===== config.mk =====
export PLATFORM = sky130hd
export DESIGN_NAME = pid_wait_queue
export DESIGN_NICKNAME = d
export VERILOG_FILES = /design/src/design/pwq_pkg.sv /design/src/design/pwq_cell.sv /design/src/design/pid_wait_queue.sv
export SDC_FILE = /design/constraint.sdc
export NUM_CORES = 1
export LEC_CHECK = 0
export BUFFER_PORTS_ARGS = -buffer_cell sky130_fd_sc_hd__buf_2
export CORE_ASPECT_RATIO = 1.5
export CORE_MARGIN = 10
export CORE_UTILIZATION = 62
export DETAILED_ROUTE_END_ITERATION = 8
export GPL_TIMING_DRIVEN = 1
export PLACE_DENSITY = 0.8
export SYNTH_ARGS = -nofsm -noshare
export SYNTH_HDL_FRONTEND = slang
export SYNTH_SLANG_ARGS = --single-unit

===== constraint.sdc =====
create_clock -name clk -period 2.74 [get_ports clk]
set_clock_uncertainty 0.15 [all_clocks]
set_input_delay 0.548 -clock clk [delete_from_list [all_inputs] [get_ports clk]]
set_output_delay 0.548 -clock clk [all_outputs]
set_load 0.01 [all_outputs]

===== src/design/pwq_pkg.sv =====
// pwq_pkg: shared operation codes, state encoding and cell control bundle
// for the pid wait queue. No dependencies.

package pwq_pkg;

  // operation codes on in_mode
  localparam logic [1:0] MODE_ENQUEUE    = 2'd0;
  localparam logic [1:0] MODE_DEQUEUE    = 2'd1;
  localparam logic [1:0] MODE_HAS        = 2'd2;
  localparam logic [1:0] MODE_REMOVE_ALL = 2'd3;

  // controller states, one-hot
  typedef enum logic [1:0] {
    S_IDLE    = 2'b01,
    S_COMPACT = 2'b10
  } pwq_state_t;

  // control broadcast from the controller to every cell
  typedef struct packed {
    logic load;       // write key into the tail cell
    logic shift_all;  // every cell takes its upper neighbor (dequeue)
    logic compact;    // cells at or above the lowest mark take their upper neighbor
    logic mark_en;    // capture key matches into the mark bits
  } pwq_ctrl_t;

endpackage


===== src/design/pwq_cell.sv =====
// pwq_cell: one slot of the queue chain, holding a pid and a delete mark.
// Depends on pwq_pkg for the control bundle.

module pwq_cell import pwq_pkg::*; #(
  parameter int PID_W = 6
) (
  input  logic             clk,
  input  logic             rst_n,
  input  pwq_ctrl_t        ctrl,
  input  logic             is_tail,
  input  logic             occupied,
  input  logic [PID_W-1:0] key_pid,
  input  logic [PID_W-1:0] up_pid,
  input  logic             up_mark,
  input  logic             prefix_in,
  input  logic             hit_in,
  output logic [PID_W-1:0] pid_q,
  output logic             mark_q,
  output logic             prefix_out,
  output logic             hit_out
);

  logic [PID_W-1:0] pid_r, pid_nxt;
  logic             mark_r, mark_nxt;
  logic             match;
  logic             take_up;

  // compare held pid against the broadcast key
  assign match      = occupied && (pid_r == key_pid);
  assign prefix_out = prefix_in | mark_r;
  assign hit_out    = hit_in | match;
  assign take_up    = ctrl.shift_all || (ctrl.compact && prefix_out);

  // next pid: tail write, shift from above, or hold
  always_comb begin
    pid_nxt = pid_r;
    if (ctrl.load && is_tail) begin
      pid_nxt = key_pid;
    end else if (take_up) begin
      pid_nxt = up_pid;
    end
  end

  // next mark: capture on match, travel down during compaction
  always_comb begin
    mark_nxt = mark_r;
    if (ctrl.mark_en) begin
      mark_nxt = match;
    end else if (ctrl.compact && prefix_out) begin
      mark_nxt = up_mark;
    end
  end

  always_ff @(posedge clk) begin
    pid_r <= pid_nxt;
  end

  always_ff @(posedge clk) begin
    if (!rst_n) begin
      mark_r <= 1'b0;
    end else begin
      mark_r <= mark_nxt;
    end
  end

  assign pid_q  = pid_r;
  assign mark_q = mark_r;

endmodule


===== src/design/pid_wait_queue.sv =====
// pid_wait_queue: bounded fifo of pids with membership test and remove-all,
// built as a chain of pwq_cell slots. Depends on pwq_pkg and pwq_cell.

// Each item is one operation; its result comes on the out_ ports for one
// cycle with out_valid high, and must be taken then since there is no stall.
// Enqueue, dequeue and membership test leave busy low: a new item can start
// every cycle and the registered result shows in the cycle after acceptance.
// Remove-all marks every copy in the acceptance cycle, then the cell chain
// closes one gap per cycle; busy stays high while marked cells remain and
// while the registered result is built. Slot contents are not cleared at
// reset; only the occupancy count, the marks, the state and out_valid are.

module pid_wait_queue import pwq_pkg::*; #(
  parameter int QUEUE_DEPTH = 16,
  parameter int PID_COUNT   = 64
) (
  input  logic                                  clk,
  input  logic                                  rst_n,
  input  logic                                  start,
  output logic                                  busy,
  input  logic [1:0]                            in_mode,
  input  logic [$clog2(PID_COUNT)-1:0]          in_pid,
  output logic                                  out_valid,
  output logic [$clog2(PID_COUNT)-1:0]          out_pid,
  output logic                                  out_hit,
  output logic [$clog2(QUEUE_DEPTH+1)-1:0]      out_removed_count,
  output logic                                  out_now_empty,
  output logic                                  out_dropped
);

  localparam int PID_W = $clog2(PID_COUNT);
  localparam int CNT_W = $clog2(QUEUE_DEPTH + 1);
  localparam logic [CNT_W-1:0] FULL = CNT_W'(QUEUE_DEPTH);

  pwq_state_t       state_r, state_nxt;
  logic [CNT_W-1:0] count_r, count_nxt;
  logic [CNT_W-1:0] removed_r, removed_nxt;
  pwq_ctrl_t        ctrl;
  logic             accept;

  logic             out_valid_r, out_valid_nxt;
  logic [PID_W-1:0] out_pid_r, out_pid_nxt;
  logic             out_hit_r, out_hit_nxt;
  logic [CNT_W-1:0] out_removed_r, out_removed_nxt;
  logic             out_empty_r, out_empty_nxt;
  logic             out_dropped_r, out_dropped_nxt;

  logic [PID_W-1:0] cell_pid  [QUEUE_DEPTH];
  logic             cell_mark [QUEUE_DEPTH];
  logic             prefix    [QUEUE_DEPTH+1];
  logic             hitc      [QUEUE_DEPTH+1];

  assign busy   = (state_r != S_IDLE);
  assign accept = start && !busy;

  // cell chain
  assign prefix[0] = 1'b0;
  assign hitc[0]   = 1'b0;

  for (genvar i = 0; i < QUEUE_DEPTH; i++) begin : g_cell
    logic [PID_W-1:0] up_pid;
    logic             up_mark;
    logic             is_tail;
    logic             occupied;

    if (i == QUEUE_DEPTH - 1) begin : g_top
      assign up_pid  = '0;
      assign up_mark = 1'b0;
    end else begin : g_mid
      assign up_pid  = cell_pid[i+1];
      assign up_mark = cell_mark[i+1];
    end

    assign is_tail  = (count_r == CNT_W'(i));
    assign occupied = (CNT_W'(i) < count_r);

    pwq_cell #(
      .PID_W (PID_W)
    ) u_cell (
      .clk        (clk),
      .rst_n      (rst_n),
      .ctrl       (ctrl),
      .is_tail    (is_tail),
      .occupied   (occupied),
      .key_pid    (in_pid),
      .up_pid     (up_pid),
      .up_mark    (up_mark),
      .prefix_in  (prefix[i]),
      .hit_in     (hitc[i]),
      .pid_q      (cell_pid[i]),
      .mark_q     (cell_mark[i]),
      .prefix_out (prefix[i+1]),
      .hit_out    (hitc[i+1])
    );
  end

  // controller: decode item, drive cells, build result
  always_comb begin
    state_nxt       = state_r;
    count_nxt       = count_r;
    removed_nxt     = removed_r;
    ctrl            = '0;
    out_valid_nxt   = 1'b0;
    out_pid_nxt     = '0;
    out_hit_nxt     = 1'b0;
    out_removed_nxt = '0;
    out_empty_nxt   = 1'b0;
    out_dropped_nxt = 1'b0;
    unique case (state_r)
      S_IDLE: begin
        if (accept) begin
          unique case (in_mode)
            MODE_ENQUEUE: begin
              out_valid_nxt = 1'b1;
              if (count_r == FULL) begin
                out_dropped_nxt = 1'b1;
              end else begin
                ctrl.load = 1'b1;
                count_nxt = count_r + 1'b1;
              end
            end
            MODE_DEQUEUE: begin
              out_valid_nxt = 1'b1;
              if (count_r != '0) begin
                ctrl.shift_all = 1'b1;
                count_nxt      = count_r - 1'b1;
                out_pid_nxt    = cell_pid[0];
                out_hit_nxt    = 1'b1;
                out_empty_nxt  = (count_r == CNT_W'(1));
              end else begin
                out_empty_nxt = 1'b1;
              end
            end
            MODE_HAS: begin
              out_valid_nxt = 1'b1;
              out_hit_nxt   = hitc[QUEUE_DEPTH];
              out_empty_nxt = (count_r == '0);
            end
            MODE_REMOVE_ALL: begin
              ctrl.mark_en = 1'b1;
              removed_nxt  = '0;
              state_nxt    = S_COMPACT;
            end
            default: ;
          endcase
        end
      end
      S_COMPACT: begin
        if (prefix[QUEUE_DEPTH]) begin
          // close the gap at the lowest marked cell
          ctrl.compact = 1'b1;
          count_nxt    = count_r - 1'b1;
          removed_nxt  = removed_r + 1'b1;
        end else begin
          out_valid_nxt   = 1'b1;
          out_removed_nxt = removed_r;
          out_empty_nxt   = (count_r == '0);
          state_nxt       = S_IDLE;
        end
      end
      default: state_nxt = S_IDLE;
    endcase
  end

  // control registers
  always_ff @(posedge clk) begin
    if (!rst_n) begin
      state_r     <= S_IDLE;
      count_r     <= '0;
      out_valid_r <= 1'b0;
    end else begin
      state_r     <= state_nxt;
      count_r     <= count_nxt;
      out_valid_r <= out_valid_nxt;
    end
  end

  // result and counter payload registers
  always_ff @(posedge clk) begin
    removed_r     <= removed_nxt;
    out_pid_r     <= out_pid_nxt;
    out_hit_r     <= out_hit_nxt;
    out_removed_r <= out_removed_nxt;
    out_empty_r   <= out_empty_nxt;
    out_dropped_r <= out_dropped_nxt;
  end

  assign out_valid         = out_valid_r;
  assign out_pid           = out_pid_r;
  assign out_hit           = out_hit_r;
  assign out_removed_count = out_removed_r;
  assign out_now_empty     = out_empty_r;
  assign out_dropped       = out_dropped_r;

endmodule


==> results.toml, run 1 <==
[cts]
cts.path.max_buffers = 2
post_cts_buffers = 0
htreeDepth = 4
clk_pin_slew_ps = 60
ctsResizeCount = 0
root_buffer = "clkbuf_16"
clock_latency_ps = 420
cts_buffers = 17
ctsHoldBuffers = 0
cts_tree = "yes"
clock-sinks = 139

[logic_synthesis]
synth_flop_cell = "edfxtp_1"
syn-cell-area_um2 = 7647
synth-async-reset-ratio_pct = 0
ys_ff_latch = 139
yosys-top-cells-area = "edfxtp_1 (40%), mux2_2 (13%), dfxtp_1 (9.9%)"
ys_types = 52
syn-num-nets = 696
yosysSeqAreaShare_pct = 49.61
yosysWarnings = 0
synth_largest_area_cell = "edfxtp_1"
syn-instance-count = 672
syn_area_per_cell_um2 = 11.38
synth_edf_count = 101
yosysTopAreaCellShare_pct = 39.66

[sta]
slew_headroom_pct = 55.02
final_max_slew_viol_count = 0
setup_viol = 0
holdWs_ps = 336.8
fin_crit_sh_pct = 94.03
rsz0062_at_grt = "false"
worst_pin_slew_ps = 672.2
period_needed_ps = 2576
clock.fmax_mhz = 388.2
finalHoldViolCount = 0
fin_tns_setup_ps = 0

[route]
routed_via_density = 6.187
first_iter_violations = 539
vias = 5432
wl_per_cell_um = 21.01
drc = 0
postRouteAntennaNets = 0
firstDrtPassIters = 6
totalWireLength_um = 18440

[die]
die-area_um2 = 17270
top_level_ports = 27
die_y_um = 156.0
start_util_pct = 63.64
num_rows = 49
chipWidth_um = 110.7
coreArea_um2 = 12020

[placed_design]
hpwl_um = 13100
io_buffer_count = 26
gp_congestion = 0.9687

[worst_setup_path]
crit_top_cell = "or3_4"
critPathKind = "reg2reg"
startpoint_type = "flop"
crit_start = "g_cell[3].u_cell.mark_q$_SDFFE_PN0P_"
cp.required_ps = 2690
cp_slowest_stage_delay_ps = 560
critPathCaptureType = "flop"
crit_chain = "or4_4 -> or3_4 -> or3_4 -> o21ai_0 -> nand3_1"
slowest_stage = "or4_4"
crit_buf_inv = 0
crit_family = "simple AND/OR/NAND/NOR gates"
r2r-start = "g_cell[3].u_cell.mark_q$_SDFFE_PN0P_"
worstPathArrival_ps = 2520
cp_max_fo = 6

[grt]
grt_first_pass_wirelength_um = 29950
overflow = 0
antenna_found_initial = 0
grt_pass1_vias = 5641
grt_use_total_pct = 21.47
grt_max_degree = 33

[pwr]
pwr_density_cell_nw_per_um2 = 619.7
vdd_drop_max_uv = 388.9
p_leak_nw = 3.383

[final_layout]
syn2layout_area_growth_pct = 14.84
final_cell_mix = "edfxtp_1 (101), mux2_2 (90), xor2_1 (66)"
final_common_cell = "edfxtp_1"
antennaDiodeCount = 0
drive_above_1_share_pct = 27.86
fin_nets = 736
final_core_util_pct = 73.08

[outcome]
outcome = "completed"

[hold_path]
hold_class = "reg2reg"
worstHoldStart = "state_r[1]$_SDFFE_PN0P_"

[run]
cap_violations = 0
[metal layers]
| layer | vias to the layer above | GRT usage (%) | share of wire (%) |
|---|---|---|---|
| li1 | 2509 | - | - |
| met1 | 2641 | 24.25 | 38 |
| met2 | 229 | 37.92 | 52 |
| met3 | 53 | 4.773 | 6.5 |
| met4 | 0 | 9.453 | 3.5 |
| met5 | - | 0 | 0 |
[area by class of cell]
type,instances,area [um^2]
clock buffer,25,560.5
clock inverter,7,72.57
fill,795,3234
inverter,14,52.55
multi-input combinational,472,3616
sequential,139,3794
tap,153,191.4
timing repair buffer,68,495.5
[path summary, 6_finish.rpt]
check        slack (ps)  depth (start not counted)                             endpoint
max                 160                          5  g_cell[8].u_cell.pid_q[1]$_DFFE_PP_
min                 340                          2              state_r[1]$_SDFFE_PN0P_
min reg2reg         340                          2              state_r[1]$_SDFFE_PN0P_
max reg2reg         160                          5  g_cell[8].u_cell.pid_q[1]$_DFFE_PP_
[power by group]
group / internal [mW] / switching [mW]
clock network: 1.52 / 0.895
registers: 2.34 / 0.0520
logic: 0.258 / 0.378
total: 4.12 / 1.33
[flip-flops by register name (all words and copies together) (netlist names)]
name / count
count_r: 5
g_cell.u_cell.mark_q: 16
g_cell.u_cell.pid_q: 96
out_dropped: 1
out_hit: 1
out_now_empty: 1
out_pid: 6
out_removed_count: 5
out_valid: 1
removed_r: 5
state_r: 2
[worst reg2reg max path, stage by stage (launching register included)]
cell,delay (ps)
dfxtp_1,320
or4_4,560
or3_4,380
or3_4,370
o21ai_0,210
nand3_1,270
[Yosys cell counts (all sizes together) (2+ instances only)]
library cell and n:
nand3b 2, or4 3, o22ai 2, and2 23, nor4 18, nand3 25
inv 14, nor3b 3, mux2 90, xor2 66, xnor2 38, o221ai 2
and3 12, ha 13, nor3 11, o211ai 7, nand4 12, clkbuf 39
nor2b 5, nor2 25, mux2i 2, a21oi 17, dfxtp 38, nand2 47
or2 3, buf 8, or3 4, o21a 3, a31oi 3, o32ai 3
o2111ai 4, edfxtp 101, o21ai 19
[kinds of logic (layout without fill, tap and decap cells)]
group                      after synthesis  after routing  synth area share (%)
AOI/OAI and AO/OA                       67             67                 5.874
xor gates and xnor gates               104            104                 11.91
adders and majority gates               13             13                 2.127
DFF                                    139            139                 49.61
muxes                                   92             92                 13.51
buffers and inverters                   61            114                 3.109
and+or+nand+nor                        196            196                 13.86
[metrics by stage]
stage / instances / instance area, um^2 / setup WS [ps] / total power, mW
floorplan: 672 / 7647 / 233.4 / 2.848
finish: 878 / 8782 / 163.7 / 5.442
global placement: 846 / 8149 / 73.48 / 3.029
CTS: 878 / 8782 / 171.2 / 5.438
global route: 878 / 8782 / 26.10 / 5.597
detailed placement: 846 / 8149 / 19.53 / 3.052
Power figures use the tool's default switching activity.
==> inputs of run 2 (changes only) <==
- CORE_UTILIZATION: 62 -> 65
- CTS_BUF_LIST: default -> sky130_fd_sc_hd__clkbuf_8
- PLACE_DENSITY: 0.8 -> 0.83
==> run 2 against run 1 <==
Sequential share of layout area rose by 0.77 points. Count of clock-buffer cells in the layout is 8 lower. Sequential cell count stayed put. Utilization increased by 1.7 points. Die area fell by 3.9%. Register-to-register slack hardly changed. Routed wire length up 2.5%. Cell area fell by 1.8%. Largest cell class unchanged. Largest power group is now sequential cells.
==> results.toml, run 2 (synthesis results as in run 1) <==
[outcome]
outcome = "completed"

[die]
die_y_um = 152.8
chipWidth_um = 108.6
start_util_pct = 66.32
coreArea_um2 = 11530
top_level_ports = 27
num_rows = 48
die-area_um2 = 16590

[final_layout]
fin_cells = 878
design_area_um2 = 8628
syn2layout_area_growth_pct = 12.83
fin_nets = 739
multi_input_comb_area_um2 = 3621
nFillCells = 762
drive_above_1_share_pct = 28.16
antennaDiodeCount = 0
final_common_cell = "edfxtp_1"
ff_latch_area_um2 = 3794
largest_reg_flops = 96
final_cell_mix = "edfxtp_1 (101), mux2_2 (90), xor2_1 (66)"

[placed_design]
dpl_cell_area_um2 = 8168
dp_cells = 846
io_buffer_count = 26
gp_congestion = 0.9733
hpwl_um = 13410

[pwr]
p_leak_nw = 3.327
p_total_mw = 4.969
vdd_drop_max_uv = 319.1
pwr_density_cell_nw_per_um2 = 575.9

[sta]
period_needed_ps = 2571
rsz0062_at_grt = "false"
slew_headroom_pct = 53.14
clock.fmax_mhz = 389.0
worst_pin_slew_ps = 702.9
fin_tns_setup_ps = 0
final_max_slew_viol_count = 0
setup_viol = 0
fin_crit_sh_pct = 93.83
finalHoldViolCount = 0

[route]
postRouteAntennaNets = 0
totalWireLength_um = 18910
wl_per_cell_um = 21.54
first_iter_violations = 382
drc = 0
firstDrtPassIters = 5
routed_via_density = 6.255
vias = 5492

[grt]
grt_first_pass_wirelength_um = 29710
overflow = 0
grt_pass1_vias = 5634
grt_max_degree = 29
grt_use_total_pct = 22.86
antenna_found_initial = 0

[cts]
clock_latency_ps = 450
cts_buffers = 17
htreeDepth = 4
ctsHoldBuffers = 0
cts.path.max_buffers = 2
clock-sinks = 139
cts_tree = "yes"
clk_pin_slew_ps = 80
root_buffer = "clkbuf_8"
post_cts_buffers = 0

[worst_setup_path]
crit_buf_inv = 0
cp_slowest_stage_delay_ps = 580
ff2ff_path_depth = 5
cp.required_ps = 2760
crit_chain = "or4_4 -> nand3b_4 -> or2_2 -> o21a_1 -> or3_1"
r2r-start = "g_cell[0].u_cell.mark_q$_SDFFE_PN0P_"
cp_max_fo = 6
critPathKind = "reg2reg"
r2r_slack_ps = 170
crit_family = "simple AND/OR/NAND/NOR gates"
critPathCaptureType = "flop"
r2r_end = "g_cell[13].u_cell.pid_q[1]$_DFFE_PP_"
slowest_stage = "or4_4"
startpoint_type = "flop"
worstPathArrival_ps = 2590

[hold_path]
hold_path_depth = 3
worstHoldStart = "start"
hold-path-endpoint = "state_r[1]$_SDFFE_PN0P_"
hold_class = "in2reg"

[run]
cap_violations = 0
run 2: cell types whose count changed in the layout (fill, tap and decap cells not counted), sizes merged:
cell      change
bufinv        +4
clkbuf        -8
inv           +4
clkinv        +1
buf           +3
clkinvlp      -1
run 2: through the flow:
| step | util (%) | setup WS, ps | hold WS [ps] |
|---|---|---|---|
| 5_1_grt | 74.83 | 38.47 | 354.3 |
| 3_5_place_dp | 70.83 | 109.2 | 323.8 |
| 4_1_cts | 74.78 | 133.1 | 314.3 |
| 6_report | 74.83 | 169.2 | 338.6 |
| 2_1_floorplan | - | 233.4 | 303.3 |
| 3_3_place_gp | 70.83 | 181.5 | 311.1 |
run 2: worst max-delay path by stage:
stage                                          from                                    to  slack, ps  cells past startpoint
2_1_floorplan               count_r[1]$_SDFFE_PN0P_   g_cell[4].u_cell.pid_q[0]$_DFFE_PP_        230                      8
3_3_place_gp                             in_mode[0]   g_cell[0].u_cell.pid_q[3]$_DFFE_PP_        180                      8
3_5_place_dp                             in_mode[1]  g_cell[13].u_cell.pid_q[1]$_DFFE_PP_        110                      7
4_1_cts        g_cell[0].u_cell.mark_q$_SDFFE_PN0P_   g_cell[8].u_cell.pid_q[3]$_DFFE_PP_        130                      5
5_1_grt                     count_r[1]$_SDFFE_PN0P_  g_cell[13].u_cell.pid_q[3]$_DFFE_PP_         40                      7
6_report       g_cell[0].u_cell.mark_q$_SDFFE_PN0P_  g_cell[13].u_cell.pid_q[1]$_DFFE_PP_        170                      5
run 2: cell type report:
cell class | count | share of cell area (%)
inverter | 14 | 0.6090
clock buffer | 17 | 2.712
multi-input combinational | 472 | 41.97
clock inverter | 15 | 2.567
sequential | 139 | 43.97
tap | 150 | 2.175
timing repair buffer | 71 | 6.003
run 2: routing by layer:
metal | vias up | global-route usage (%) | share of wire [%] | wire length (um)
li1 | 2505 | - | - | -
met1 | 2708 | 26.35 | 38 | 7112
met2 | 231 | 39.39 | 52 | 9799
met3 | 48 | 4.377 | 7.0 | 1315
met4 | 0 | 10.59 | 3.6 | 682
met5 | - | 0 | 0 | 0
run 2: worst register-to-register path, cell delays in order, from the launching register on:
cell and delay (ps):
dfxtp_1 320, or4_4 580, nand3b_4 220, or2_2 350, o21a_1 190, or3_1 480
run 2: repair_timing:
item / in CTS / in global routing
resized for setup: 0 / 1
endpoints found under the hold margin: 0 / 0
endpoints found under the setup margin: 0 / 6
run 2: power breakdown:
part,switching (mW),internal [mW]
Sequential,0.0541,2.34
Clock,0.845,1.09
Combinational,0.381,0.265
Total,1.28,3.69
==> inputs of run 3 (changes only) <==
- ABC_AREA: default -> 1
- CORE_UTILIZATION: 65 -> 68
- CTS_BUF_LIST: sky130_fd_sc_hd__clkbuf_8 -> default
- PLACE_DENSITY: 0.83 -> 0.86
- clock period: 2.74 -> 3 ns (I/O delays scaled with it)
==> run 3 against run 2 <==
Count of clock-buffer cells in the layout rose by 3. First-iteration DRC count rose by 73%. Critical path depth rose by 7. Register-to-register slack improved by 100 ps.
==> results.toml, run 3 <==
[die]
top_level_ports = 27
die_y_um = 152.3
die-area_um2 = 16470
start_util_pct = 69.13
coreArea_um2 = 11470
num_rows = 48
chipWidth_um = 108.2

[cts]
clock_latency_ps = 420
ctsHoldBuffers = 0
root_buffer = "clkbuf_16"
clk_pin_slew_ps = 60
cts_tree = "yes"
clock-sinks = 139
post_cts_buffers = 0
ctsResizeCount = 0
htreeDepth = 4
cts.path.max_buffers = 2
cts_buffers = 17

[worst_setup_path]
critPathKind = "reg2reg"
startpoint_type = "flop"
crit_buf_inv = 4
crit_chain = "inv_1 -> ha_1 -> nand2_1 -> nor2_1 -> inv_1 -> nor2_1 -> inv_1 -> nor2_1 -> nand2_1 -> buf_4 -> nand2_1 -> o21ai_0"
slowest_stage = "dfxtp_1"
cp.required_ps = 2980
critPathCaptureType = "flop"
cp_slowest_stage_delay_ps = 320
crit_family = "simple AND/OR/NAND/NOR gates"
worstPathArrival_ps = 2710
cp_max_fo = 12

[grt]
antenna_found_initial = 0
grt_first_pass_wirelength_um = 33220
grt_max_degree = 23
grt_pass1_vias = 6734
grt_use_total_pct = 25.34
overflow = 0

[route]
routed_via_density = 5.887
first_iter_violations = 660
postRouteAntennaNets = 0
drc = 0
firstDrtPassIters = 6
vias = 6900
wl_per_cell_um = 17.43
totalWireLength_um = 20430

[logic_synthesis]
yosysWarnings = 0
synth-async-reset-ratio_pct = 0
post-synth-top-count-cell = "nand2_1"
yosys-top-cells-area = "edfxtp_1 (38%), nand2_1 (10%), dfxtp_1 (9.6%)"
yosysSeqAreaShare_pct = 47.84
yosysTopAreaCellShare_pct = 38.25
synth_flop_cell = "edfxtp_1"
syn_area_per_cell_um2 = 8.159
synth_largest_area_cell = "edfxtp_1"
ys_types = 40
syn-num-nets = 996
yosys-top-cells-count = "nand2_1 (211), nor2_1 (126), o21ai_0 (105), edfxtp_1 (101), inv_1 (92)"
synth_edf_count = 101
syn-cell-area_um2 = 7930
ys_ff_latch = 139
syn-instance-count = 972

[pwr]
p_total_mw = 4.828
pwr_density_cell_nw_per_um2 = 540.8
vdd_drop_max_uv = 472.9
p_leak_nw = 4.008

[sta]
worst_slack_ps = 272.6
finalHoldViolCount = 0
period_needed_ps = 2727
rsz0062_at_grt = "false"
slew_headroom_pct = 56.99
final_max_slew_viol_count = 0
clock.fmax_mhz = 366.7
worst_pin_slew_ps = 644.4
setup_viol = 0
fin_tns_setup_ps = 0
fin_crit_sh_pct = 90.91

[final_layout]
final_core_util_pct = 77.81
largest_reg_flops = 96
antennaDiodeCount = 0
final_common_cell = "nand2_1"
ff_latch_area_um2 = 3794
fin_nets = 1033
nFillCells = 759
drive_above_1_share_pct = 13.31
final_cell_mix = "nand2_1 (211), nor2_1 (126), o21ai_0 (105)"
syn2layout_area_growth_pct = 12.56
multi_input_comb_area_um2 = 3536

[run]
cap_violations = 0

[placed_design]
io_buffer_count = 26
hpwl_um = 14850
gp_congestion = 1.044
dp_slack_ps = 96.92

[outcome]
outcome = "completed"

[hold_path]
hold_class = "in2reg"
==> run 3: worst paths after layout <==
check                                   startpoint                               endpoint  slack [ps]  cells past startpoint
max                        state_r[1]$_SDFFE_PN0P_   g_cell[13].u_cell.pid_q[1]$_DFFE_PP_         270                     12
min                                          rst_n                state_r[0]$_SDFFE_PN1P_         330                      2
max reg2reg                state_r[1]$_SDFFE_PN0P_   g_cell[13].u_cell.pid_q[1]$_DFFE_PP_         270                     12
min reg2reg  g_cell[15].u_cell.mark_q$_SDFFE_PN0P_  g_cell[14].u_cell.mark_q$_SDFFE_PN0P_         340                      2
==> run 3: area by class of cell <==
type	instances	area share, %
clock inverters	12	1.290
well taps	150	2.103
clock buffers	20	5.130
multi-input cells	684	39.61
repair buffers	73	5.411
flip-flops and latches	139	42.50
inverters	94	3.953
==> run 3: power breakdown <==
| part | internal, mW | switching, mW | total, mW |
|---|---|---|---|
| clock | 1.20 | 0.839 | 2.03 |
| combinational | 0.202 | 0.400 | 0.602 |
| sequential | 2.14 | 0.0493 | 2.19 |
| total | 3.54 | 1.29 | 4.83 |
==> run 3: per-stage QoR <==
| stage | instance area (um^2) | hold WS [ps] | std cells |
|---|---|---|---|
| after floorplan | 7930 | 305.9 | 972 |
| after global placement | 8353 | 318.5 | 1140 |
| after detailed placement | 8353 | 328.5 | 1140 |
| after CTS | 8926 | 312.6 | 1172 |
| after global routing | 8926 | 320.7 | 1172 |
| final | 8926 | 334.4 | 1172 |
==> run 3: per-layer routing <==
metal	up-vias	track usage [%]	part of all wire, %
met2	377	44.18	52
met1	3190	27.66	35
met4	0	13.79	4.8
met3	91	4.996	8.2
li1	3242	-	-
met5	-	0	0
==> run 3: cells by family (layout without fill, tap and decap cells) <==
kind of cell,count (synthesis),count (layout),synth area share (%)
fa+ha+maj,13,13,2.051
xor+xnor,69,69,7.621
buf+inv,149,199,7.573
simple gates,474,474,26.49
compound gates,127,127,8.283
flops,139,139,47.84
mux,1,1,0.1420
